**config.mk**
```make
export PLATFORM = sky130hd
export DESIGN_NAME = av_timestamp_pairer_unit
export DESIGN_NICKNAME = d
export VERILOG_FILES = /design/src/rtl/core/atp_pkg.sv /design/src/rtl/core/av_timestamp_pairer_unit.sv /design/src/rtl/core/atp_front.sv /design/src/rtl/core/atp_queue.sv /design/src/rtl/core/atp_back.sv
export SDC_FILE = /design/constraint.sdc
export NUM_CORES = 1
export LEC_CHECK = 0
export ABC_AREA = 1
export BUFFER_PORTS_ARGS = -buffer_cell sky130_fd_sc_hd__buf_2
export CORE_MARGIN = 3
export CORE_UTILIZATION = 65
export CTS_BUF_LIST = sky130_fd_sc_hd__clkbuf_4 sky130_fd_sc_hd__clkbuf_8
export DETAILED_ROUTE_END_ITERATION = 10
export GPL_TIMING_DRIVEN = 0
export PLACE_DENSITY = 0.86
export SYNTH_ARGS = -nofsm -noshare
export SYNTH_HDL_FRONTEND = slang
export SYNTH_HIERARCHICAL = 1
export SYNTH_SLANG_ARGS = --single-unit
export TNS_END_PERCENT = 10
```
**constraint.sdc**
```tcl
create_clock -name clk -period 22.7 [get_ports clk]
set_input_delay 6.81 -clock clk [delete_from_list [all_inputs] [get_ports clk]]
set_output_delay 6.81 -clock clk [all_outputs]
set_load 0.05 [all_outputs]
```
**src/rtl/core/atp_pkg.sv**
```systemverilog
// Shared types and codes for the audio/video timestamp pairer.
// No dependencies; imported by every module of the block.
package atp_pkg;

    localparam logic [1:0] MODE_AUDIO = 2'd0;
    localparam logic [1:0] MODE_VIDEO = 2'd1;

    typedef struct packed {
        logic [1:0]  mode;
        logic [63:0] stamp;
        logic [31:0] block_ref;
        logic [31:0] offset;
    } item_t;

    typedef struct packed {
        logic        video_present;
        logic [31:0] video_block;
        logic [31:0] video_offset;
        logic        audio_present;
        logic [31:0] audio_block;
        logic [31:0] audio_offset;
        logic        final_res;
    } result_t;

    // message handle and kind, as queued between front and back end
    typedef struct packed {
        logic        is_video;
        logic [31:0] block_ref;
        logic [31:0] offset;
    } handle_t;

endpackage

```
**src/rtl/core/av_timestamp_pairer_unit.sv**
```systemverilog
// Top level of the audio/video timestamp pairer: front end, queue, back end.
// Depends on atp_pkg, atp_front, atp_queue and atp_back.
//
//  channel   signals                              direction
//  item      item_valid, item_stall, item         input transactions
//  result    result_valid, result_stall, result   output transactions
//  config    cfg_wr_en, cfg_wr_data               passthrough register
//
// The front end takes one transaction per cycle while the two-entry queue has
// room. The back end works through each queued message in steps, emitting at
// most one result per step; a message that is only stored in its slot emits none.
// Results leave through one output register; a stall holds it and the back end.
// Reset empties the queue, both slots and the output register; passthrough is 0.
module av_timestamp_pairer_unit
    import atp_pkg::*;
#(
    parameter int STAMP_WIDTH = 64
)
(
    input  logic    clk,
    input  logic    rst_n,
    input  logic    item_valid,
    output logic    item_stall,
    input  item_t   item,
    output logic    result_valid,
    input  logic    result_stall,
    output result_t result,
    input  logic    cfg_wr_en,
    input  logic    cfg_wr_data
);

    logic                   passthrough_reg;
    logic                   q_full;
    logic                   push;
    handle_t                push_handle;
    logic [STAMP_WIDTH-1:0] push_stamp;
    logic                   pop;
    logic                   head_valid;
    handle_t                head_handle;
    logic [STAMP_WIDTH-1:0] head_stamp;

    always_ff @(posedge clk or negedge rst_n)
    begin
        if (!rst_n)
        begin
            passthrough_reg <= 1'b0;
        end
        else if (cfg_wr_en)
        begin
            passthrough_reg <= cfg_wr_data;
        end
    end

    atp_front #(.STAMP_WIDTH(STAMP_WIDTH)) u_front (
        .item_valid  (item_valid),
        .item_stall  (item_stall),
        .item        (item),
        .q_full      (q_full),
        .push        (push),
        .push_handle (push_handle),
        .push_stamp  (push_stamp)
    );

    atp_queue #(.STAMP_WIDTH(STAMP_WIDTH)) u_queue (
        .clk         (clk),
        .rst_n       (rst_n),
        .push        (push),
        .push_handle (push_handle),
        .push_stamp  (push_stamp),
        .full        (q_full),
        .pop         (pop),
        .head_valid  (head_valid),
        .head_handle (head_handle),
        .head_stamp  (head_stamp)
    );

    atp_back #(.STAMP_WIDTH(STAMP_WIDTH)) u_back (
        .clk          (clk),
        .rst_n        (rst_n),
        .passthrough  (passthrough_reg),
        .head_valid   (head_valid),
        .head_handle  (head_handle),
        .head_stamp   (head_stamp),
        .pop          (pop),
        .result_valid (result_valid),
        .result_stall (result_stall),
        .result       (result)
    );

endmodule

```
**src/rtl/core/atp_front.sv**
```systemverilog
// Front end: accepts input transactions, drops unrecognized kinds and
// pushes audio/video messages into the queue. Depends on atp_pkg.
module atp_front
    import atp_pkg::*;
#(
    parameter int STAMP_WIDTH = 64
)
(
    input  logic                   item_valid,
    output logic                   item_stall,
    input  item_t                  item,
    input  logic                   q_full,
    output logic                   push,
    output handle_t                push_handle,
    output logic [STAMP_WIDTH-1:0] push_stamp
);

    logic known;

    always_comb
    begin
        known              = item.mode inside {MODE_AUDIO, MODE_VIDEO};
        item_stall         = q_full;
        push               = item_valid && !q_full && known;
        push_handle.is_video  = (item.mode == MODE_VIDEO);
        push_handle.block_ref = item.block_ref;
        push_handle.offset    = item.offset;
        push_stamp         = item.stamp[STAMP_WIDTH-1:0];
    end

endmodule

```
**src/rtl/core/atp_queue.sv**
```systemverilog
// Two-entry queue that decouples the front end from the back end.
// Depends on atp_pkg for the queued handle type.
module atp_queue
    import atp_pkg::*;
#(
    parameter int STAMP_WIDTH = 64
)
(
    input  logic                   clk,
    input  logic                   rst_n,
    input  logic                   push,
    input  handle_t                push_handle,
    input  logic [STAMP_WIDTH-1:0] push_stamp,
    output logic                   full,
    input  logic                   pop,
    output logic                   head_valid,
    output handle_t                head_handle,
    output logic [STAMP_WIDTH-1:0] head_stamp
);

    localparam int DEPTH = 2;
    localparam int PW    = $clog2(DEPTH);
    localparam int CW    = $clog2(DEPTH + 1);

    handle_t                handle_reg [DEPTH];
    logic [STAMP_WIDTH-1:0] stamp_reg  [DEPTH];
    logic [PW-1:0]          wr_ptr_reg, wr_ptr_next;
    logic [PW-1:0]          rd_ptr_reg, rd_ptr_next;
    logic [CW-1:0]          count_reg, count_next;

    always_comb
    begin
        full        = (count_reg == CW'(DEPTH));
        head_valid  = (count_reg != '0);
        head_handle = handle_reg[rd_ptr_reg];
        head_stamp  = stamp_reg[rd_ptr_reg];
        wr_ptr_next = push ? PW'(wr_ptr_reg + 1'b1) : wr_ptr_reg;
        rd_ptr_next = pop ? PW'(rd_ptr_reg + 1'b1) : rd_ptr_reg;
        count_next  = count_reg;
        if (push && !pop)
        begin
            count_next = CW'(count_reg + 1'b1);
        end
        else if (pop && !push)
        begin
            count_next = CW'(count_reg - 1'b1);
        end
    end

    always_ff @(posedge clk or negedge rst_n)
    begin
        if (!rst_n)
        begin
            wr_ptr_reg <= '0;
            rd_ptr_reg <= '0;
            count_reg  <= '0;
        end
        else
        begin
            wr_ptr_reg <= wr_ptr_next;
            rd_ptr_reg <= rd_ptr_next;
            count_reg  <= count_next;
        end
    end

    always_ff @(posedge clk)
    begin
        if (push)
        begin
            handle_reg[wr_ptr_reg] <= push_handle;
            stamp_reg[wr_ptr_reg]  <= push_stamp;
        end
    end

endmodule

```
**src/rtl/core/atp_back.sv**
```systemverilog
// Back end: pending audio/video slots, pairing sequencer and output register.
// Takes one queued message at a time; depends on atp_pkg.
module atp_back
    import atp_pkg::*;
#(
    parameter int STAMP_WIDTH = 64
)
(
    input  logic                   clk,
    input  logic                   rst_n,
    input  logic                   passthrough,
    input  logic                   head_valid,
    input  handle_t                head_handle,
    input  logic [STAMP_WIDTH-1:0] head_stamp,
    output logic                   pop,
    output logic                   result_valid,
    input  logic                   result_stall,
    output result_t                result
);

    logic                   vheld_reg, vheld_next;
    logic                   aheld_reg, aheld_next;
    logic [STAMP_WIDTH-1:0] vstamp_reg, vstamp_next;
    logic [STAMP_WIDTH-1:0] astamp_reg, astamp_next;
    logic [31:0]            vblock_reg, vblock_next;
    logic [31:0]            voffset_reg, voffset_next;
    logic [31:0]            ablock_reg, ablock_next;
    logic [31:0]            aoffset_reg, aoffset_next;
    // second step pending: both slots full, compare still to do
    logic                   phase_reg, phase_next;
    logic                   out_valid_reg, out_valid_next;
    result_t                out_reg, out_next;

    logic                   out_can;
    logic                   step;
    logic                   emit;
    logic                   same_held;
    logic                   other_held;
    logic [STAMP_WIDTH-1:0] cmp_v, cmp_a;
    logic [31:0]            cv_block, cv_offset, ca_block, ca_offset;
    result_t                res;

    always_comb
    begin
        out_can = !out_valid_reg || !result_stall;
        step    = head_valid && out_can;

        same_held  = head_handle.is_video ? vheld_reg : aheld_reg;
        other_held = head_handle.is_video ? aheld_reg : vheld_reg;

        // compare operands: the new message stands in for its own slot
        // when it has not been installed yet
        cmp_v     = (!phase_reg && head_handle.is_video) ? head_stamp : vstamp_reg;
        cv_block  = (!phase_reg && head_handle.is_video) ? head_handle.block_ref : vblock_reg;
        cv_offset = (!phase_reg && head_handle.is_video) ? head_handle.offset : voffset_reg;
        cmp_a     = (!phase_reg && !head_handle.is_video) ? head_stamp : astamp_reg;
        ca_block  = (!phase_reg && !head_handle.is_video) ? head_handle.block_ref : ablock_reg;
        ca_offset = (!phase_reg && !head_handle.is_video) ? head_handle.offset : aoffset_reg;

        vheld_next   = vheld_reg;
        aheld_next   = aheld_reg;
        vstamp_next  = vstamp_reg;
        astamp_next  = astamp_reg;
        vblock_next  = vblock_reg;
        voffset_next = voffset_reg;
        ablock_next  = ablock_reg;
        aoffset_next = aoffset_reg;
        phase_next   = phase_reg;
        pop          = 1'b0;
        emit         = 1'b0;
        res          = '0;

        if (step)
        begin
            if (passthrough)
            begin
                emit = 1'b1;
                if (vheld_reg)
                begin
                    res.video_present = 1'b1;
                    res.video_block   = vblock_reg;
                    res.video_offset  = voffset_reg;
                    vheld_next        = 1'b0;
                end
                else if (aheld_reg)
                begin
                    res.audio_present = 1'b1;
                    res.audio_block   = ablock_reg;
                    res.audio_offset  = aoffset_reg;
                    aheld_next        = 1'b0;
                end
                else
                begin
                    res.video_present = head_handle.is_video;
                    res.video_block   = head_handle.is_video ? head_handle.block_ref : '0;
                    res.video_offset  = head_handle.is_video ? head_handle.offset : '0;
                    res.audio_present = !head_handle.is_video;
                    res.audio_block   = head_handle.is_video ? '0 : head_handle.block_ref;
                    res.audio_offset  = head_handle.is_video ? '0 : head_handle.offset;
                    res.final_res     = 1'b1;
                    pop               = 1'b1;
                end
            end
            else if (!phase_reg && same_held)
            begin
                // flush the slot of the same kind, then install the new one
                emit = 1'b1;
                if (head_handle.is_video)
                begin
                    res.video_present = 1'b1;
                    res.video_block   = vblock_reg;
                    res.video_offset  = voffset_reg;
                    vstamp_next       = head_stamp;
                    vblock_next       = head_handle.block_ref;
                    voffset_next      = head_handle.offset;
                end
                else
                begin
                    res.audio_present = 1'b1;
                    res.audio_block   = ablock_reg;
                    res.audio_offset  = aoffset_reg;
                    astamp_next       = head_stamp;
                    ablock_next       = head_handle.block_ref;
                    aoffset_next      = head_handle.offset;
                end
                res.final_res = !other_held;
                phase_next    = other_held;
                pop           = !other_held;
            end
            else
            begin
                // install (first step) or both slots already full
                if (!phase_reg)
                begin
                    if (head_handle.is_video)
                    begin
                        vheld_next   = 1'b1;
                        vstamp_next  = head_stamp;
                        vblock_next  = head_handle.block_ref;
                        voffset_next = head_handle.offset;
                    end
                    else
                    begin
                        aheld_next   = 1'b1;
                        astamp_next  = head_stamp;
                        ablock_next  = head_handle.block_ref;
                        aoffset_next = head_handle.offset;
                    end
                end
                pop        = 1'b1;
                phase_next = 1'b0;
                if (phase_reg || other_held)
                begin
                    emit          = 1'b1;
                    res.final_res = 1'b1;
                    if (cmp_v <= cmp_a)
                    begin
                        res.video_present = 1'b1;
                        res.video_block   = cv_block;
                        res.video_offset  = cv_offset;
                        vheld_next        = 1'b0;
                    end
                    if (cmp_a <= cmp_v)
                    begin
                        res.audio_present = 1'b1;
                        res.audio_block   = ca_block;
                        res.audio_offset  = ca_offset;
                        aheld_next        = 1'b0;
                    end
                end
            end
        end

        out_valid_next = out_can ? emit : out_valid_reg;
        out_next       = (out_can && emit) ? res : out_reg;
        result_valid   = out_valid_reg;
        result         = out_reg;
    end

    always_ff @(posedge clk or negedge rst_n)
    begin
        if (!rst_n)
        begin
            vheld_reg     <= 1'b0;
            aheld_reg     <= 1'b0;
            phase_reg     <= 1'b0;
            out_valid_reg <= 1'b0;
        end
        else
        begin
            vheld_reg     <= vheld_next;
            aheld_reg     <= aheld_next;
            phase_reg     <= phase_next;
            out_valid_reg <= out_valid_next;
        end
    end

    always_ff @(posedge clk)
    begin
        vstamp_reg  <= vstamp_next;
        astamp_reg  <= astamp_next;
        vblock_reg  <= vblock_next;
        voffset_reg <= voffset_next;
        ablock_reg  <= ablock_next;
        aoffset_reg <= aoffset_next;
        out_reg     <= out_next;
    end

endmodule

```
==> results.tsv <==
metric	value	unit
outcome	complete, no violations	
Worst Hold Launch	u_queue/count_reg[1]	
Post-synth top cells	nand2_1 (854), edfxtp_1 (645), o21ai_0 (231)	
CTS buffer count	104	
Die Width	225	um
Core ar.	0.0471	mm2
DRC viols	0	
Worst Setup End Kind	flip-flop	
RSZ-0062 raised after global routing	no	
final setup vio count	0	
Synthesis Warnings	6	
Vert. Die Dim	225	um
Final WS setup	13.51	ns
Worst Path Required	23.08	ns
WHS Path Cells	2	
Slew Limit Fails	0	
Worst VDD drop	0.0853	mV
IO Pins	269	
kind of critical path	input pin to flip-flop	
GPL Wtd Cong	0.907	
initial DRC count	3089	
Synth Area per Inst	11.4	um2
antenna violations before repair	1	
Reg2Reg Setup Slack	16.72	ns
remaining antenna violation count	0	
count leader, synth	nand2_1	
Power, Total	5.08	mW
# rows	79	
vias in the first global route	22196	
clk_skew	0.0337	ns
max cap viols	0	
Post-synth EDFFs	645	
wire length per cell	21.8	um
post-detail-place hpwl	54400	um
Initial Utilization	66.4	%
Internal Pwr Total	2.86	mW
Worst-Skew Late Latency	0.71	ns
layout cells sized above 1	21.8	%
met2 wire length	38200	um
Min Hold Slack	0.475	ns
synthesized cell area	0.0312	mm2
power per cell area	145	mW/mm2
Net Sw Frac	43.7	%
Area Growth Syn to Fin	12.4	%
Net Switching	2.22	mW
Post-CTS Setup Bufs	0	
H-Tree Depth	3	
GRT Overall Usage	31.3	%
CTS max path bufs	3	
Final Hold Viols	0	
Post-Route Setup TNS	0	ns
period utilization	40.5	%
FFs w/ async S/R, synth	1.38	%
number of flip-flops under the largest register name	131	
fmax	109	MHz
Seq pwr share	35.8	%
worst slew pin tran	0.923	ns
DR vias/cell	6.05	
Slew HR	38.4	%
total wire length	80100	um
LEAKAGE	13.8	nW
crit path DAT	9.57	ns
Post-Syn Nets	2931	
Hold Path End	u_queue/count_reg[1]	
IO Port Bufs	140	
Nets	3197	
Resize count post-CTS	0	
reg2reg end	u_back/result[9]	
met3 WL	8510	um
share of the synthesized area in the top cell type	62.0	%
Setup WS pre-CTS	12.89	ns
via count	22261	
Synth area leader	edfxtp_1	
CTS tree	yes	
synth top area cells	edfxtp_1 (62%), nand2_1 (10%), mux2_2 (4.6%)	
die area	0.0507	mm2
GRT overflow	0	
clock network fraction of total power	18.7	%
# hold bufs at CTS	0	
sequential share of the synthesized area	62.7	%
drt first pass iters	8	
DR top layer	met5	
Hold WC Path Type	flip-flop to flip-flop	
R2R Path Start	u_queue/rd_ptr_reg	
CTS Root Cell	clkbuf_8	
DRT met1 WL	29800	um
Max FO, Critical Path	26	
Mapped Cells	2730	
Distinct cells, synth	41	
R2R depth	23	
number of register bits inferred by synthesis	654	
ANT cells	0	
Comb power frac	45.6	%
Main synth FF type	edfxtp_1	
clock-pin slew on the worst setup and hold paths	0.06	ns
largest net degree at the start of global routing	74	
TritonCTS Sinks	654	
crit path time final	9.19	ns
CP startpoint kind	input pin	
first-pass GRT wire length	122000	um
-- worst max-delay path by stage --
stage | from | endpoint | slack (ns) | cells after the start
6_report | result_stall | u_back/astamp_reg[9] | 13.51 | 9
5_1_grt | result_stall | u_back/astamp_reg[21] | 13.48 | 9
4_1_cts | result_stall | u_back/astamp_reg[18] | 13.61 | 9
3_5_place_dp | result_stall | u_back/astamp_reg[21] | 12.89 | 9
3_3_place_gp | result_stall | u_back/voffset_reg[27] | 4.91 | 7
2_1_floorplan | result_stall | u_back/ablock_reg[0] | 9.15 | 6
-- critical path, stage by stage --
cell     delay (ns)
buf_2          0.11
a21oi_2        0.46
inv_1          0.24
nor2_2         0.29
buf_2          0.32
inv_1          0.21
nor2_4         0.59
buf_12         0.28
buf_12         0.22
-- cell families after synthesis --
| logic type | count (synthesis) | synth area share (%) |
|---|---|---|
| compound gates | 426 | 8.37 |
| xor+xnor | 3 | 0.0841 |
| fa+ha+maj | 65 | 2.60 |
| buf+inv | 411 | 6.93 |
| flops | 654 | 62.7 |
| mux | 192 | 6.67 |
| simple gates | 979 | 12.6 |
-- metal layers --
layer | GRT usage, % | vias up
met5 | 0 | -
met2 | 50.6 | 1431
li1 | - | 10066
met3 | 7.62 | 280
met4 | 13.5 | 2
met1 | 40.9 | 10482
-- per-stage QoR --
step	std cells	utilization (%)	instance area [um2]
2_1_floorplan	2730	-	31200
3_3_place_gp	3477	69.5	32700
3_5_place_dp	3497	70.5	33200
4_1_cts	3678	74.6	35100
5_1_grt	3678	74.6	35100
6_report	3678	74.6	35100
-- cell type report --
type	count	area (um2)
flip-flops and latches	654	19600
fillers	2970	11900
multi-input cells	1665	9510
clock buffers	139	1710
plain buffers	280	1670
repair buffers	160	1150
well taps	607	759
inverters	131	497
clock inverters	42	229
-- cell usage in the layout (no fill, tap or decap), types with 7 or more instances in the layout --
cell type  instances
nand2_1          854
edfxtp_1         645
o21ai_0          231
buf_2            175
buf_4            130
mux2_2           129
inv_1            118
clkbuf_8         106
clkbuf_1          87
nand4_1           69
ha_1              65
mux2i_1           63
o21bai_1          45
clkbuf_4          33
o22ai_1           33
clkinv_1          32
a21oi_1           32
a32o_1            31
nor2_1            22
o21ai_2           20
buf_1             16
buf_12            14
inv_2             12
buf_6             12
a22oi_1           12
nand3_1           10
a32oi_1           10
dfrtp_1            9
nor2_2             7
-- power groups by stage --
stage	clock, mW	sequential (mW)	combinational (mW)
2_1_floorplan	0	2.30	1.15
3_5_place_dp	0	1.84	2.26
3_3_place_gp	0	1.91	2.13
4_1_cts	0.963	1.82	2.28
6_report	0.948	1.82	2.32
5_1_grt	1.02	1.84	2.48
(Power assumes the default switching activity.)
